<file path="config.mk">
export PLATFORM = sky130hd
export DESIGN_NAME = circular_queue_with_dump_core_flat
export DESIGN_NICKNAME = d
export VERILOG_FILES = /design/src/rtl/cq_pkg.sv /design/src/rtl/cq_stream_if.sv /design/src/rtl/circular_queue_with_dump_core.sv /design/src/rtl/cq_step.sv /design/src/rtl/cq_ram.sv /design/src/flat_wrapper.sv
export SDC_FILE = /design/constraint.sdc
export NUM_CORES = 1
export LEC_CHECK = 0
export BUFFER_PORTS_ARGS = -buffer_cell sky130_fd_sc_hd__clkbuf_2
export CORE_ASPECT_RATIO = 0.9
export CORE_MARGIN = 2
export CORE_UTILIZATION = 56
export CTS_BUF_LIST = sky130_fd_sc_hd__clkbuf_16
export CTS_CLUSTER_SIZE = 8
export DETAILED_ROUTE_END_ITERATION = 8
export HOLD_SLACK_MARGIN = 0.08
export PLACE_DENSITY = 0.76
export SETUP_SLACK_MARGIN = 0.5
export SYNTH_ARGS = -nofsm -noshare
export SYNTH_HDL_FRONTEND = slang
export SYNTH_SLANG_ARGS = --single-unit
</file>
<file path="constraint.sdc">
create_clock -name i_clk -period 5.7 [get_ports i_clk]
set_clock_uncertainty 0.15 [all_clocks]
set_input_delay 1.14 -clock i_clk [delete_from_list [all_inputs] [get_ports i_clk]]
set_output_delay 1.14 -clock i_clk [all_outputs]
set_load 0.05 [all_outputs]
</file>
<file path="src/rtl/cq_pkg.sv">
package cq_pkg;

    // Field widths fixed by the item formats.
    localparam int OPCODE_W = 3;
    localparam int WORD_W   = 32;
    localparam int STATUS_W = 2;
    localparam int SLOT_W   = 4;

    // Command codes carried in the opcode field.
    typedef enum logic [OPCODE_W-1:0] {
        OP_PUSH     = 3'd0,
        OP_POP      = 3'd1,
        OP_DUMP_OLD = 3'd2,
        OP_DUMP_NEW = 3'd3,
        OP_DUMP_POS = 3'd4
    } t_opcode;

    // Result status codes.
    typedef enum logic [STATUS_W-1:0] {
        STAT_OK      = 2'd0,
        STAT_FULL    = 2'd1,
        STAT_EMPTY   = 2'd2,
        STAT_NOMATCH = 2'd3
    } t_status;

    // Sequencer states.
    typedef enum logic [1:0] {
        S_IDLE,
        S_SCAN,
        S_FLUSH
    } t_state;

    typedef struct packed {
        logic [OPCODE_W-1:0]      opcode;
        logic signed [WORD_W-1:0] push_value;
    } t_in_item;

    typedef struct packed {
        t_status                  status;
        logic signed [WORD_W-1:0] element;
        logic [SLOT_W-1:0]        slot;
        logic                     has_element;
        logic                     last;
    } t_out_item;

endpackage

</file>
<file path="src/rtl/cq_stream_if.sv">
// Command channel into the queue.
interface cq_in_if;
    import cq_pkg::*;

    logic     valid;
    logic     ready;
    t_in_item data;

    modport source (output valid, output data, input ready);
    modport sink   (input valid, input data, output ready);
endinterface

// Result channel out of the queue.
interface cq_out_if;
    import cq_pkg::*;

    logic      valid;
    logic      ready;
    t_out_item data;

    modport source (output valid, output data, input ready);
    modport sink   (input valid, input data, output ready);
endinterface

</file>
<file path="src/rtl/circular_queue_with_dump_core.sv">
// Ring-buffer queue of signed 32-bit words with push, pop and three listing
// commands. Push and pop each answer with one result beat; unused opcodes
// are dropped. A dump accepts the command, then scans each stored element
// through the single read port of the storage and the shared index stepper,
// then delivers the final beat; back-pressure on the result channel stalls
// the scan and the final beat. The result of a push or pop sits in the output
// register while the next command is taken. Every dump holds each listed
// word back by one so that the final beat can carry the last marker.
// Storage is not cleared after reset; no clearing pass is needed since only
// occupied entries are read.
module circular_queue_with_dump_core #(
    parameter int DEPTH = 16
) (
    input  logic        i_clk,
    input  logic        i_rst_n,
    cq_in_if.sink       i_in,
    cq_out_if.source    o_out
);
    import cq_pkg::*;

    localparam int AW = $clog2(DEPTH);
    localparam int CW = $clog2(DEPTH + 1);
    localparam logic [AW-1:0] LAST_IDX = AW'(DEPTH - 1);
    localparam logic [CW-1:0] FULL_CNT = CW'(DEPTH);

    t_state             r_state, n_state;
    logic [CW-1:0]      r_count, n_count;
    logic [AW-1:0]      r_head, n_head;
    logic [AW-1:0]      r_tail, n_tail;
    logic [AW-1:0]      r_idx, n_idx;
    logic [CW-1:0]      r_left, n_left;
    logic [OPCODE_W-1:0] r_op, n_op;
    logic               r_pend_valid, n_pend_valid;
    logic [WORD_W-1:0]  r_pend_elem, n_pend_elem;
    logic [AW-1:0]      r_pend_slot, n_pend_slot;
    logic               r_out_valid, n_out_valid;
    t_out_item          r_out, n_out;

    logic               out_free;
    logic               ram_we;
    logic [WORD_W-1:0]  ram_rdata;
    logic [AW-1:0]      step_in, step_out;
    logic               step_down;
    logic               match;

    cq_step #(.DEPTH(DEPTH)) u_step (
        .i_idx  (step_in),
        .i_down (step_down),
        .o_idx  (step_out)
    );

    // Read ahead at the next scan index so the read data matches r_idx.
    cq_ram #(.DEPTH(DEPTH)) u_ram (
        .i_clk   (i_clk),
        .i_we    (ram_we),
        .i_waddr (step_out),
        .i_wdata (i_in.data.push_value),
        .i_raddr (n_idx),
        .o_rdata (ram_rdata)
    );

    assign out_free    = !r_out_valid || o_out.ready;
    assign i_in.ready  = (r_state == S_IDLE) && out_free;
    assign o_out.valid = r_out_valid;
    assign o_out.data  = r_out;

    // The stepper serves push and pop while idle and the scan otherwise.
    always_comb begin
        if (r_state == S_IDLE) begin
            step_in   = (i_in.data.opcode == OP_PUSH) ? r_tail : r_head;
            step_down = 1'b0;
        end else begin
            step_in   = r_idx;
            step_down = (r_op == OP_DUMP_NEW);
        end
    end

    // A word is listed unless the positive-only dump rejects it.
    assign match = (r_op != OP_DUMP_POS) || (!ram_rdata[WORD_W-1] && (ram_rdata != '0));

    // Sequencer: next state, queue indices and the result beat.
    always_comb begin
        n_state      = r_state;
        n_count      = r_count;
        n_head       = r_head;
        n_tail       = r_tail;
        n_idx        = r_idx;
        n_left       = r_left;
        n_op         = r_op;
        n_pend_valid = r_pend_valid;
        n_pend_elem  = r_pend_elem;
        n_pend_slot  = r_pend_slot;
        n_out_valid  = r_out_valid && !o_out.ready;
        n_out        = r_out;
        ram_we       = 1'b0;

        unique case (r_state)
            S_IDLE: begin
                if (i_in.valid && out_free) begin
                    n_out.element     = '0;
                    n_out.slot        = '0;
                    n_out.has_element = 1'b0;
                    n_out.last        = 1'b1;
                    n_out.status      = STAT_OK;
                    unique case (i_in.data.opcode)
                        OP_PUSH: begin
                            n_out_valid = 1'b1;
                            if (r_count == FULL_CNT) begin
                                n_out.status = STAT_FULL;
                            end else begin
                                n_tail  = step_out;
                                ram_we  = 1'b1;
                                n_count = r_count + CW'(1);
                            end
                        end
                        OP_POP: begin
                            n_out_valid = 1'b1;
                            if (r_count == '0) begin
                                n_out.status = STAT_EMPTY;
                            end else begin
                                n_count = r_count - CW'(1);
                                if (r_count == CW'(1)) begin
                                    n_head = '0;
                                    n_tail = LAST_IDX;
                                end else begin
                                    n_head = step_out;
                                end
                            end
                        end
                        OP_DUMP_OLD, OP_DUMP_NEW, OP_DUMP_POS: begin
                            if (r_count == '0) begin
                                n_out_valid  = 1'b1;
                                n_out.status = STAT_EMPTY;
                            end else begin
                                n_op         = i_in.data.opcode;
                                n_idx        = (i_in.data.opcode == OP_DUMP_NEW) ?
                                               r_tail : r_head;
                                n_left       = r_count;
                                n_pend_valid = 1'b0;
                                n_state      = S_SCAN;
                            end
                        end
                        default: begin
                            // Unused opcodes are dropped without a result.
                        end
                    endcase
                end
            end
            S_SCAN: begin
                // Hold the scan while a pending match cannot be released.
                if (!(match && r_pend_valid && !out_free)) begin
                    if (match) begin
                        if (r_pend_valid) begin
                            n_out_valid       = 1'b1;
                            n_out.status      = STAT_OK;
                            n_out.element     = r_pend_elem;
                            n_out.slot        = SLOT_W'(r_pend_slot);
                            n_out.has_element = 1'b1;
                            n_out.last        = 1'b0;
                        end
                        n_pend_valid = 1'b1;
                        n_pend_elem  = ram_rdata;
                        n_pend_slot  = r_idx;
                    end
                    n_idx  = step_out;
                    n_left = r_left - CW'(1);
                    if (r_left == CW'(1)) begin
                        n_state = S_FLUSH;
                    end
                end
            end
            S_FLUSH: begin
                // Close the dump with the held match or a no-match beat.
                if (out_free) begin
                    n_out_valid = 1'b1;
                    n_out.last  = 1'b1;
                    if (r_pend_valid) begin
                        n_out.status      = STAT_OK;
                        n_out.element     = r_pend_elem;
                        n_out.slot        = SLOT_W'(r_pend_slot);
                        n_out.has_element = 1'b1;
                    end else begin
                        n_out.status      = STAT_NOMATCH;
                        n_out.element     = '0;
                        n_out.slot        = '0;
                        n_out.has_element = 1'b0;
                    end
                    n_pend_valid = 1'b0;
                    n_state      = S_IDLE;
                end
            end
            default: begin
                n_state = S_IDLE;
            end
        endcase
    end

    // Control registers.
    always_ff @(posedge i_clk) begin
        if (!i_rst_n) begin
            r_state      <= S_IDLE;
            r_count      <= '0;
            r_head       <= '0;
            r_tail       <= LAST_IDX;
            r_pend_valid <= 1'b0;
            r_out_valid  <= 1'b0;
        end else begin
            r_state      <= n_state;
            r_count      <= n_count;
            r_head       <= n_head;
            r_tail       <= n_tail;
            r_pend_valid <= n_pend_valid;
            r_out_valid  <= n_out_valid;
        end
    end

    // Payload and scan registers.
    always_ff @(posedge i_clk) begin
        r_idx       <= n_idx;
        r_left      <= n_left;
        r_op        <= n_op;
        r_pend_elem <= n_pend_elem;
        r_pend_slot <= n_pend_slot;
        r_out       <= n_out;
    end
endmodule

</file>
<file path="src/rtl/cq_step.sv">
// Ring index stepper shared by push, pop and the dump scan.
module cq_step #(
    parameter int DEPTH = 16
) (
    input  logic [$clog2(DEPTH)-1:0] i_idx,
    input  logic                     i_down,
    output logic [$clog2(DEPTH)-1:0] o_idx
);
    localparam int AW = $clog2(DEPTH);
    localparam logic [AW-1:0] LAST_IDX = AW'(DEPTH - 1);

    // Step one slot forward or backward, wrapping at the ring ends.
    always_comb begin
        if (i_down) begin
            o_idx = (i_idx == '0) ? LAST_IDX : i_idx - AW'(1);
        end else begin
            o_idx = (i_idx == LAST_IDX) ? '0 : i_idx + AW'(1);
        end
    end
endmodule

</file>
<file path="src/rtl/cq_ram.sv">
// Queue storage: one write port, one registered read port.
module cq_ram #(
    parameter int DEPTH = 16
) (
    input  logic                     i_clk,
    input  logic                     i_we,
    input  logic [$clog2(DEPTH)-1:0] i_waddr,
    input  logic [31:0]              i_wdata,
    input  logic [$clog2(DEPTH)-1:0] i_raddr,
    output logic [31:0]              o_rdata
);
    logic [31:0] r_mem [DEPTH];
    logic [31:0] r_rdata;

    // Write and read in the same clocked block; read data is registered.
    always_ff @(posedge i_clk) begin
        if (i_we) begin
            r_mem[i_waddr] <= i_wdata;
        end
        r_rdata <= r_mem[i_raddr];
    end

    assign o_rdata = r_rdata;
endmodule

</file>
<file path="src/flat_wrapper.sv">
// flat-port wrapper written by rule: the top's interface ports become plain ports
module circular_queue_with_dump_core_flat import cq_pkg::*;
#(
    parameter int DEPTH = 16
)
  (i_clk, i_rst_n, i_in_valid, i_in_data, i_in_ready, o_out_valid, o_out_data, o_out_ready);
  cq_in_if i_in_i ();
  cq_out_if o_out_i ();
  input  logic i_clk;
  input  logic i_rst_n;
  input wire logic [$bits(i_in_i.valid)-1:0] i_in_valid;
  input wire logic [$bits(i_in_i.data)-1:0] i_in_data;
  output wire logic [$bits(i_in_i.ready)-1:0] i_in_ready;
  output wire logic [$bits(o_out_i.valid)-1:0] o_out_valid;
  output wire logic [$bits(o_out_i.data)-1:0] o_out_data;
  input wire logic [$bits(o_out_i.ready)-1:0] o_out_ready;
  assign i_in_i.valid = i_in_valid;
  assign i_in_i.data = i_in_data;
  assign i_in_ready = i_in_i.ready;
  assign o_out_valid = o_out_i.valid;
  assign o_out_data = o_out_i.data;
  assign o_out_i.ready = o_out_ready;
  circular_queue_with_dump_core #(.DEPTH(DEPTH)) u_core (.i_clk(i_clk), .i_rst_n(i_rst_n), .i_in(i_in_i), .o_out(o_out_i));
endmodule
</file>
* Yosys cells after proc, flatten, opt, wreduce, memory -nomap -nowiden
Memories as Yosys holds them, arrays and structs flattened. A register that Yosys moved wholly into a read port is not among the register bits.
Cells that the tools add are included.
** Storage, ports and cells
- Register bits after elaboration :: 105
- Memory bits (writable) :: 512
- Input bits :: 39
- Output and inout bits :: 42
- Word-level logic and storage cells :: 142
- Memories kept :: 1
** Memory list
- u_core.u_ram.r_mem :: depth 16, width 32, rd ports 1, clocked after Yosys merged registers in 1, wr ports 1, RTL line cq_ram.sv:12 : logic [31:0] r_mem [DEPTH];
** Operators by class
- $add $sub $neg :: 5
- Equal/unequal tests :: 23
- Mux-type cells :: 63
- Bitwise logic cells :: 2
- Reduce and logical (&&, ||, !) cells :: 32
** Operator list (count)
- 2-to-1 mux 40 bit :: 5
- case mux 40 bit (3 select lines) :: 1
- 2-to-1 mux 4 bit :: 14
- 2-to-1 mux 39 bit :: 1
- nonzero test 32 bit :: 1
- 2-to-1 mux 5 bit :: 6
- 2-to-1 mux 1 bit :: 20
- case mux 5 bit (2 select lines) :: 2
- AND reduction 6 bit :: 3
- case mux 4 bit (2 select lines) :: 2
- 2-to-1 mux 2 bit :: 7
- inequality test 2 bit (second input constant) :: 6
- == test 5 x 1 -> 1 bit (second input constant) :: 2
- inequality test 2 x 1 -> 1 bit (second input constant) :: 5
- AND reduction 5 bit :: 2
- subtractor 5 x 1 -> 5 bit (second input constant) :: 2
- == test 3 x 2 -> 1 bit (second input constant) :: 3
- AND reduction 4 bit :: 2
- AND reduction 7 bit :: 1
- logical AND 1 bit :: 6
- case mux 1 bit (3 select lines) :: 2
- case mux 2 bit (3 select lines) :: 1
- adder 5 x 1 -> 5 bit (second input constant) :: 1
- == test 5 bit (second input constant) :: 1
- 23 further kinds :: 29

* Logic depth before layout (Yosys ltp)
- Depth after elaboration :: 8
- Gate-level depth with buffers :: 15
- Mapped depth without buffers :: 12

* Modules after synthesis
From an unflattened synthesis, not the netlist that was laid out.
** Unflattened totals
- Cells, all modules :: 1215
- Area total of the unflattened synthesis :: 24468.5 um^2
** Modules (own cells, without submodules)
- cq_ram :: times used 1, cells each 838, area each 19835.3 um^2, seq. area each 16015.4 um^2
- circular_queue_with_dump_core :: times used 1, cells each 353, area each 4454.3 um^2, seq. area each 2942.8 um^2
- cq_step :: times used 1, cells each 24, area each 178.9 um^2, seq. area each 0.0 um^2

* Least setup slack after synthesis
Ideal clock, no wire load.
- Kind :: input to register
- Start :: input port o_out_ready
- End :: register u_core.r_out, in the netlist u_core.o_out.data[0] (enable)
- Setup time :: 503 ps
- Data arrival time :: 4574 ps
- Required time :: 5047 ps
- Path slack :: 472 ps
- Stages on the path :: 3
- Path buffers :: 0
- Cells stage by stage :: nand2b_1 nand2_1 a221oi_1
** On the way
- Cells in the longest elaborated chain, start to end :: 5
- Elaborated cells between the ends (all ways) :: 8
- Those cells by class :: eq/ne (3); reduce/logical (5)
** RTL lines
- from (decl) :: RTL line flat_wrapper.sv:16 : input wire logic [$bits(o_out_i.ready)-1:0] o_out_ready;
- logical OR 1 bit * :: RTL line circular_queue_with_dump_core.sv:62 : assign out_free = !r_out_valid || o_out.ready;
- logical NOT 1 bit :: RTL line circular_queue_with_dump_core.sv:151 : if (!(match && r_pend_valid && !out_free)) begin
- logical AND 1 bit :: RTL line circular_queue_with_dump_core.sv:151
- inequality test 2 bit (no source line)
- AND reduction 6 bit (no source line) *
- to (signal assigned) :: RTL line circular_queue_with_dump_core.sv:224 : r_out <= n_out;
- to (decl) :: RTL line circular_queue_with_dump_core.sv:37 : t_out_item r_out, n_out;
Every way passes the cells marked *; elsewhere a longest branch is shown, timed or not.
A chain may end at the register's enable or synchronous reset.

* Worst setup path after layout
- Start :: input port i_in_data[32]
- End :: register u_core.u_ram.r_rdata[31], in the netlist u_core.u_ram.o_rdata[31], read port of u_core.u_ram.r_mem
** On the way
- Cells in the longest elaborated chain, start to end :: 8
- Elaborated cells between the ends (all ways) :: 20
- Those cells by class :: add/sub (2); eq/ne (4); mux (11); reduce/logical (3)
** RTL lines
- from (decl) :: RTL line flat_wrapper.sv:12 : input wire logic [$bits(i_in_i.data)-1:0] i_in_data;
- logical NOT 3 bit :: RTL line circular_queue_with_dump_core.sv:70 : step_in = (i_in.data.opcode == OP_PUSH) ? r_tail : r_head;
- 2-to-1 mux 4 bit :: RTL line circular_queue_with_dump_core.sv:70
- 2-to-1 mux 4 bit :: RTL line circular_queue_with_dump_core.sv:69 : if (r_state == S_IDLE) begin
- adder 4 x 1 -> 4 bit (tied with other cells) :: RTL line cq_step.sv:17 : o_idx = (i_idx == LAST_IDX) ? '0 : i_idx + AW'(1);
- 2-to-1 mux 4 bit (on tied branches) :: RTL line cq_step.sv:17, cq_step.sv:15
- 2-to-1 mux 4 bit :: RTL line cq_step.sv:14 : if (i_down) begin
- 2-to-1 mux 4 bit :: RTL line circular_queue_with_dump_core.sv:151
- case mux 4 bit (2 select lines) * :: RTL line circular_queue_with_dump_core.sv:97 : unique case (r_state)
- via u_core.n_idx[3] :: RTL line circular_queue_with_dump_core.sv:30 : logic [AW-1:0] r_idx, n_idx;
- to (decl) :: RTL line cq_ram.sv:13 : logic [31:0] r_rdata;
The timed path passes the listed nets; every way through them passes the cells marked *.

==> flow_summary_export.csv <==
group,metric,value,unit
setup_path,start_kind,"input port",
cells_and_area,syn2layout_area_growth,15.5,%
sta,worstMarginPinSlew,1.17,ns
setup_path,path_cells,"clkbuf_2 -> or4b_1 -> a31oi_2 -> mux2_2 -> xor2_1 -> mux2i_2 -> a221oi_2 -> inv_2 -> nand2b_4 -> a221oi_1 -> or4_1",
sta,setup_viol,0,
floorplan,core_area,0.0442,mm²
synth,synth.area.top_cells,"edfxtp_1 (71%), a21oi_1 (5.3%), dfxtp_1 (4.2%)",
synth,ys.flop_type,"edfxtp_1",
synth,ys_seq_area_share,75.4,%
drt,dr.pass1.iters,5,
setup_path,worst_ep_arrival_time,4.87,ns
synth,synth-edff-count,596,
floorplan,die_area,0.0466,mm²
drt,wl_per_cell,24.0,µm
place,pre_cts_slack,0.572,ns
setup_path,end_kind,"flop",
worst_hold_path,hold_depth,0,
floorplan,ios,81,
synth,yosys_register_bits,649,
drt,vias,15500,
synth,syn_avg_cell_area,14.6,µm²
drt,drt-total-wl,59600,µm
clock_tree,cts_resized,0,
sta,fin_ws,1.15,ns
setup_path,path_max_fanout,31,
floorplan,initial_core_util,56.9,%
clock_tree,cts-root-buf,"clkbuf_16",
worst_hold_path,min_to,"u_core.r_pend_elem[3]",
place,port_buffers,80,
clock_tree,cts_buffers,91,
drt,via_per_inst,6.26,
sta,tns,0,ns
cells_and_area,drive_above_1_share,15.4,%
synth,yosysMostFrequentCell,"edfxtp_1",
place,gp_congestion,0.879,
setup_path,cp_slowest_cell,"or4_1",
cells_and_area,postLayoutCoreUtil,65.7,%
synth,yosysWarningCount,0,
sta,finalCritPeriodShare,79.7,%
grt,grt_pass1_wl,90000,µm
synth,netlist.top_cell.by_area,"edfxtp_1",
drt,drc,0,
power_and_ir_drop,ir_worst_vdd,0.642,mV
grt,grt_max_degree,255,
setup_path,cp.required,6.03,ns
floorplan,die_x,227,µm
place,dp_hpwl,30800,µm
setup_path,r2r_cells,13,
sta,period_minus_slack,4.55,ns
synth,synth_commonest_cells,"edfxtp_1 (596), nand2_1 (278), a21oi_1 (266)",
setup_path,path_class,"in -> reg",
worst_hold_path,hold_path.class,"reg -> reg",
worst_hold_path,hp-start,"u_core.u_ram.o_rdata[3]",
grt,antenna_found_initial,4,
power_and_ir_drop,p_leak,10.3,nW
grt,track_usage,26.1,%
clock_tree,clk_latency,0.62,ns
clock_tree,h-tree-depth,3,
synth,async_flop_share,0,%
clock_tree,cts_tree,"built",
floorplan,fp.dieH,205,µm
drt,antenna_left,0,
grt,grt_pass1_vias,15100,
synth,syn_nets,1767,
setup_path,r2r_slack,1.39,ns
setup_path,r2r_end,"u_core.u_ram.o_rdata[19]",
synth,synth_top_cell_area_share,71.2,%
sta,timing.fmax,220,MHz
setup_path,cp_num_buf_inv,2,
cells_and_area,nNetsFinal,1863,
power_and_ir_drop,cellPowerDensity,512,mW/mm²
sta,hold_viol,0,
drt,dr.first_iter.drc_count,1985,
synth,syn_area,0.0251,mm²
setup_path,rr_startpoint,"u_core.r_count[0]",
synth,synth.distinct_cells,62,
grt,grt-ovfl-total,0,
clock_tree,cts_hold_buf,0,
sta,relSlewSlack,22.1,%
outcome,status,"finished clean",
clock_tree,postCtsSetupBuffers,0,
clock_tree,path_clk_slew,0.05,ns
sta,rsz0062_at_grt,"no",
clock_tree,clk_path_buf_depth,3,
job,cap_violations,0,
setup_path,critPathTopFamily,"simple AND/OR/NAND/NOR gates",
synth,syn_inst,1716,
floorplan,rows,73,
setup_path,max_stage_delay,0.59,ns
clock_tree,clock-sinks,649,
sta,maxSlewViolCount,0,
[worst reg2reg max path: stages, from the launching register on]
cell and delay (ns):
dfxtp_1 0.46, inv_1 0.10, ha_1 0.26, nor4b_1 0.20, or3_1 0.40, nor3_1 0.28
a211o_1 0.22, a21o_1 0.24, nand2_4 0.11, inv_6 0.64, buf_4 0.50, a21oi_1 0.15
a221oi_1 0.38, or4_1 0.17
[how the worst max path moves through the flow]
stage | cells past startpoint | startpoint | end | slack [ns]
floorplan | 8 | i_in_data[34] | u_core.u_ram.r_mem[0][0] | 0.58
detailed placement | 11 | i_in_data[32] | u_core.u_ram.o_rdata[14] | 0.57
global route | 11 | i_in_data[32] | u_core.u_ram.o_rdata[27] | 0.98
finish | 11 | i_in_data[32] | u_core.u_ram.o_rdata[31] | 1.15
CTS | 11 | i_in_data[32] | u_core.u_ram.o_rdata[27] | 1.21
global placement | 11 | i_in_data[32] | u_core.u_ram.o_rdata[18] | 0.71
[where the power goes]
group | internal (mW) | leakage [nW] | switching (mW)
combinational | 1.21 | 2.87 | 2.92
sequential | 5.59 | 5.85 | 0.272
clock | 2.96 | 1.53 | 1.92
[registers in the layout, summed over array words and instances, names as in the netlist]
register	flops
u_core.r_idx	4
u_core.r_pend_elem	32
u_core.u_ram.r_mem	512
u_core.u_ram.o_rdata	32
u_core.r_tail	4
u_core.r_op	3
u_core.r_state	2
u_core.r_pend_slot	4
u_core.r_pend_valid	1
u_core.r_count	5
u_core.o_out.valid	1
u_core.o_out.data	40
u_core.r_head	4
u_core.r_left	5
[layout by cell type, fill, tap and decap left out, types with 3 or more instances in the layout]
cell type,n
edfxtp_1,596
nand2_1,277
a21oi_1,266
clkbuf_16,95
a221oi_1,84
clkbuf_2,80
inv_1,78
dfxtp_1,53
and2_1,46
a221oi_2,41
or4_1,32
nor2_1,27
buf_4,19
nor2_4,16
ha_1,12
mux2i_1,11
buf_12,11
o21ai_0,10
nor4_1,9
nand3_1,8
nor3_1,8
nor2b_1,7
xnor2_1,7
nand4_1,6
nand3b_1,6
a211o_1,5
a221o_1,5
a211oi_1,5
or3_1,4
xor2_1,4
nand2b_1,3
mux2_2,3
o22ai_1,3
[metrics by stage]
step / std cells / area (µm²) / hold WS (ns) / total power [mW]
6_report: 2483 / 29000 / 0.293 / 14.9
5_1_grt: 2481 / 29000 / 0.303 / 15.5
4_1_cts: 2481 / 29000 / 0.288 / 14.9
3_5_place_dp: 2319 / 26300 / 0.274 / 9.97
3_3_place_gp: 2319 / 26300 / 0.275 / 9.84
2_1_floorplan: 1716 / 25100 / 0.259 / 8.79
[layer usage]
| metal | vias up | share of wire [%] | GRT usage [%] |
|---|---|---|---|
| li1 | 6813 | - | - |
| met1 | 7686 | 41 | 37.3 |
| met2 | 909 | 46 | 39.4 |
| met3 | 129 | 11 | 6.21 |
| met4 | 4 | 2.6 | 9.24 |
| met5 | - | 0.045 | 0 |
[cells by family (layout without fill, tap and decap cells)]
group	after synthesis	count (layout)	share of synthesized area (%)
AND/OR/NAND/NOR	464	464	8.58
flip-flops	649	649	75.4
XOR/XNOR	12	12	0.448
other	0	2	0
buffers and inverters	126	291	2.17
AO/OA/AOI/OAI	438	438	12.2
adder cells (fa/ha/maj)	12	12	0.597
multiplexers	15	15	0.627
[area by class of cell]
class	instances	area [µm²]
flip-flops and latches	649	19000
well taps	600	751
repair buffers	110	763
clock inverters	67	298
diodes	2	5.00
fillers	3050	15200
inverters	19	78.8
multi-input cells	941	5800
clock buffers	95	2380
(Power assumes the default switching activity.)
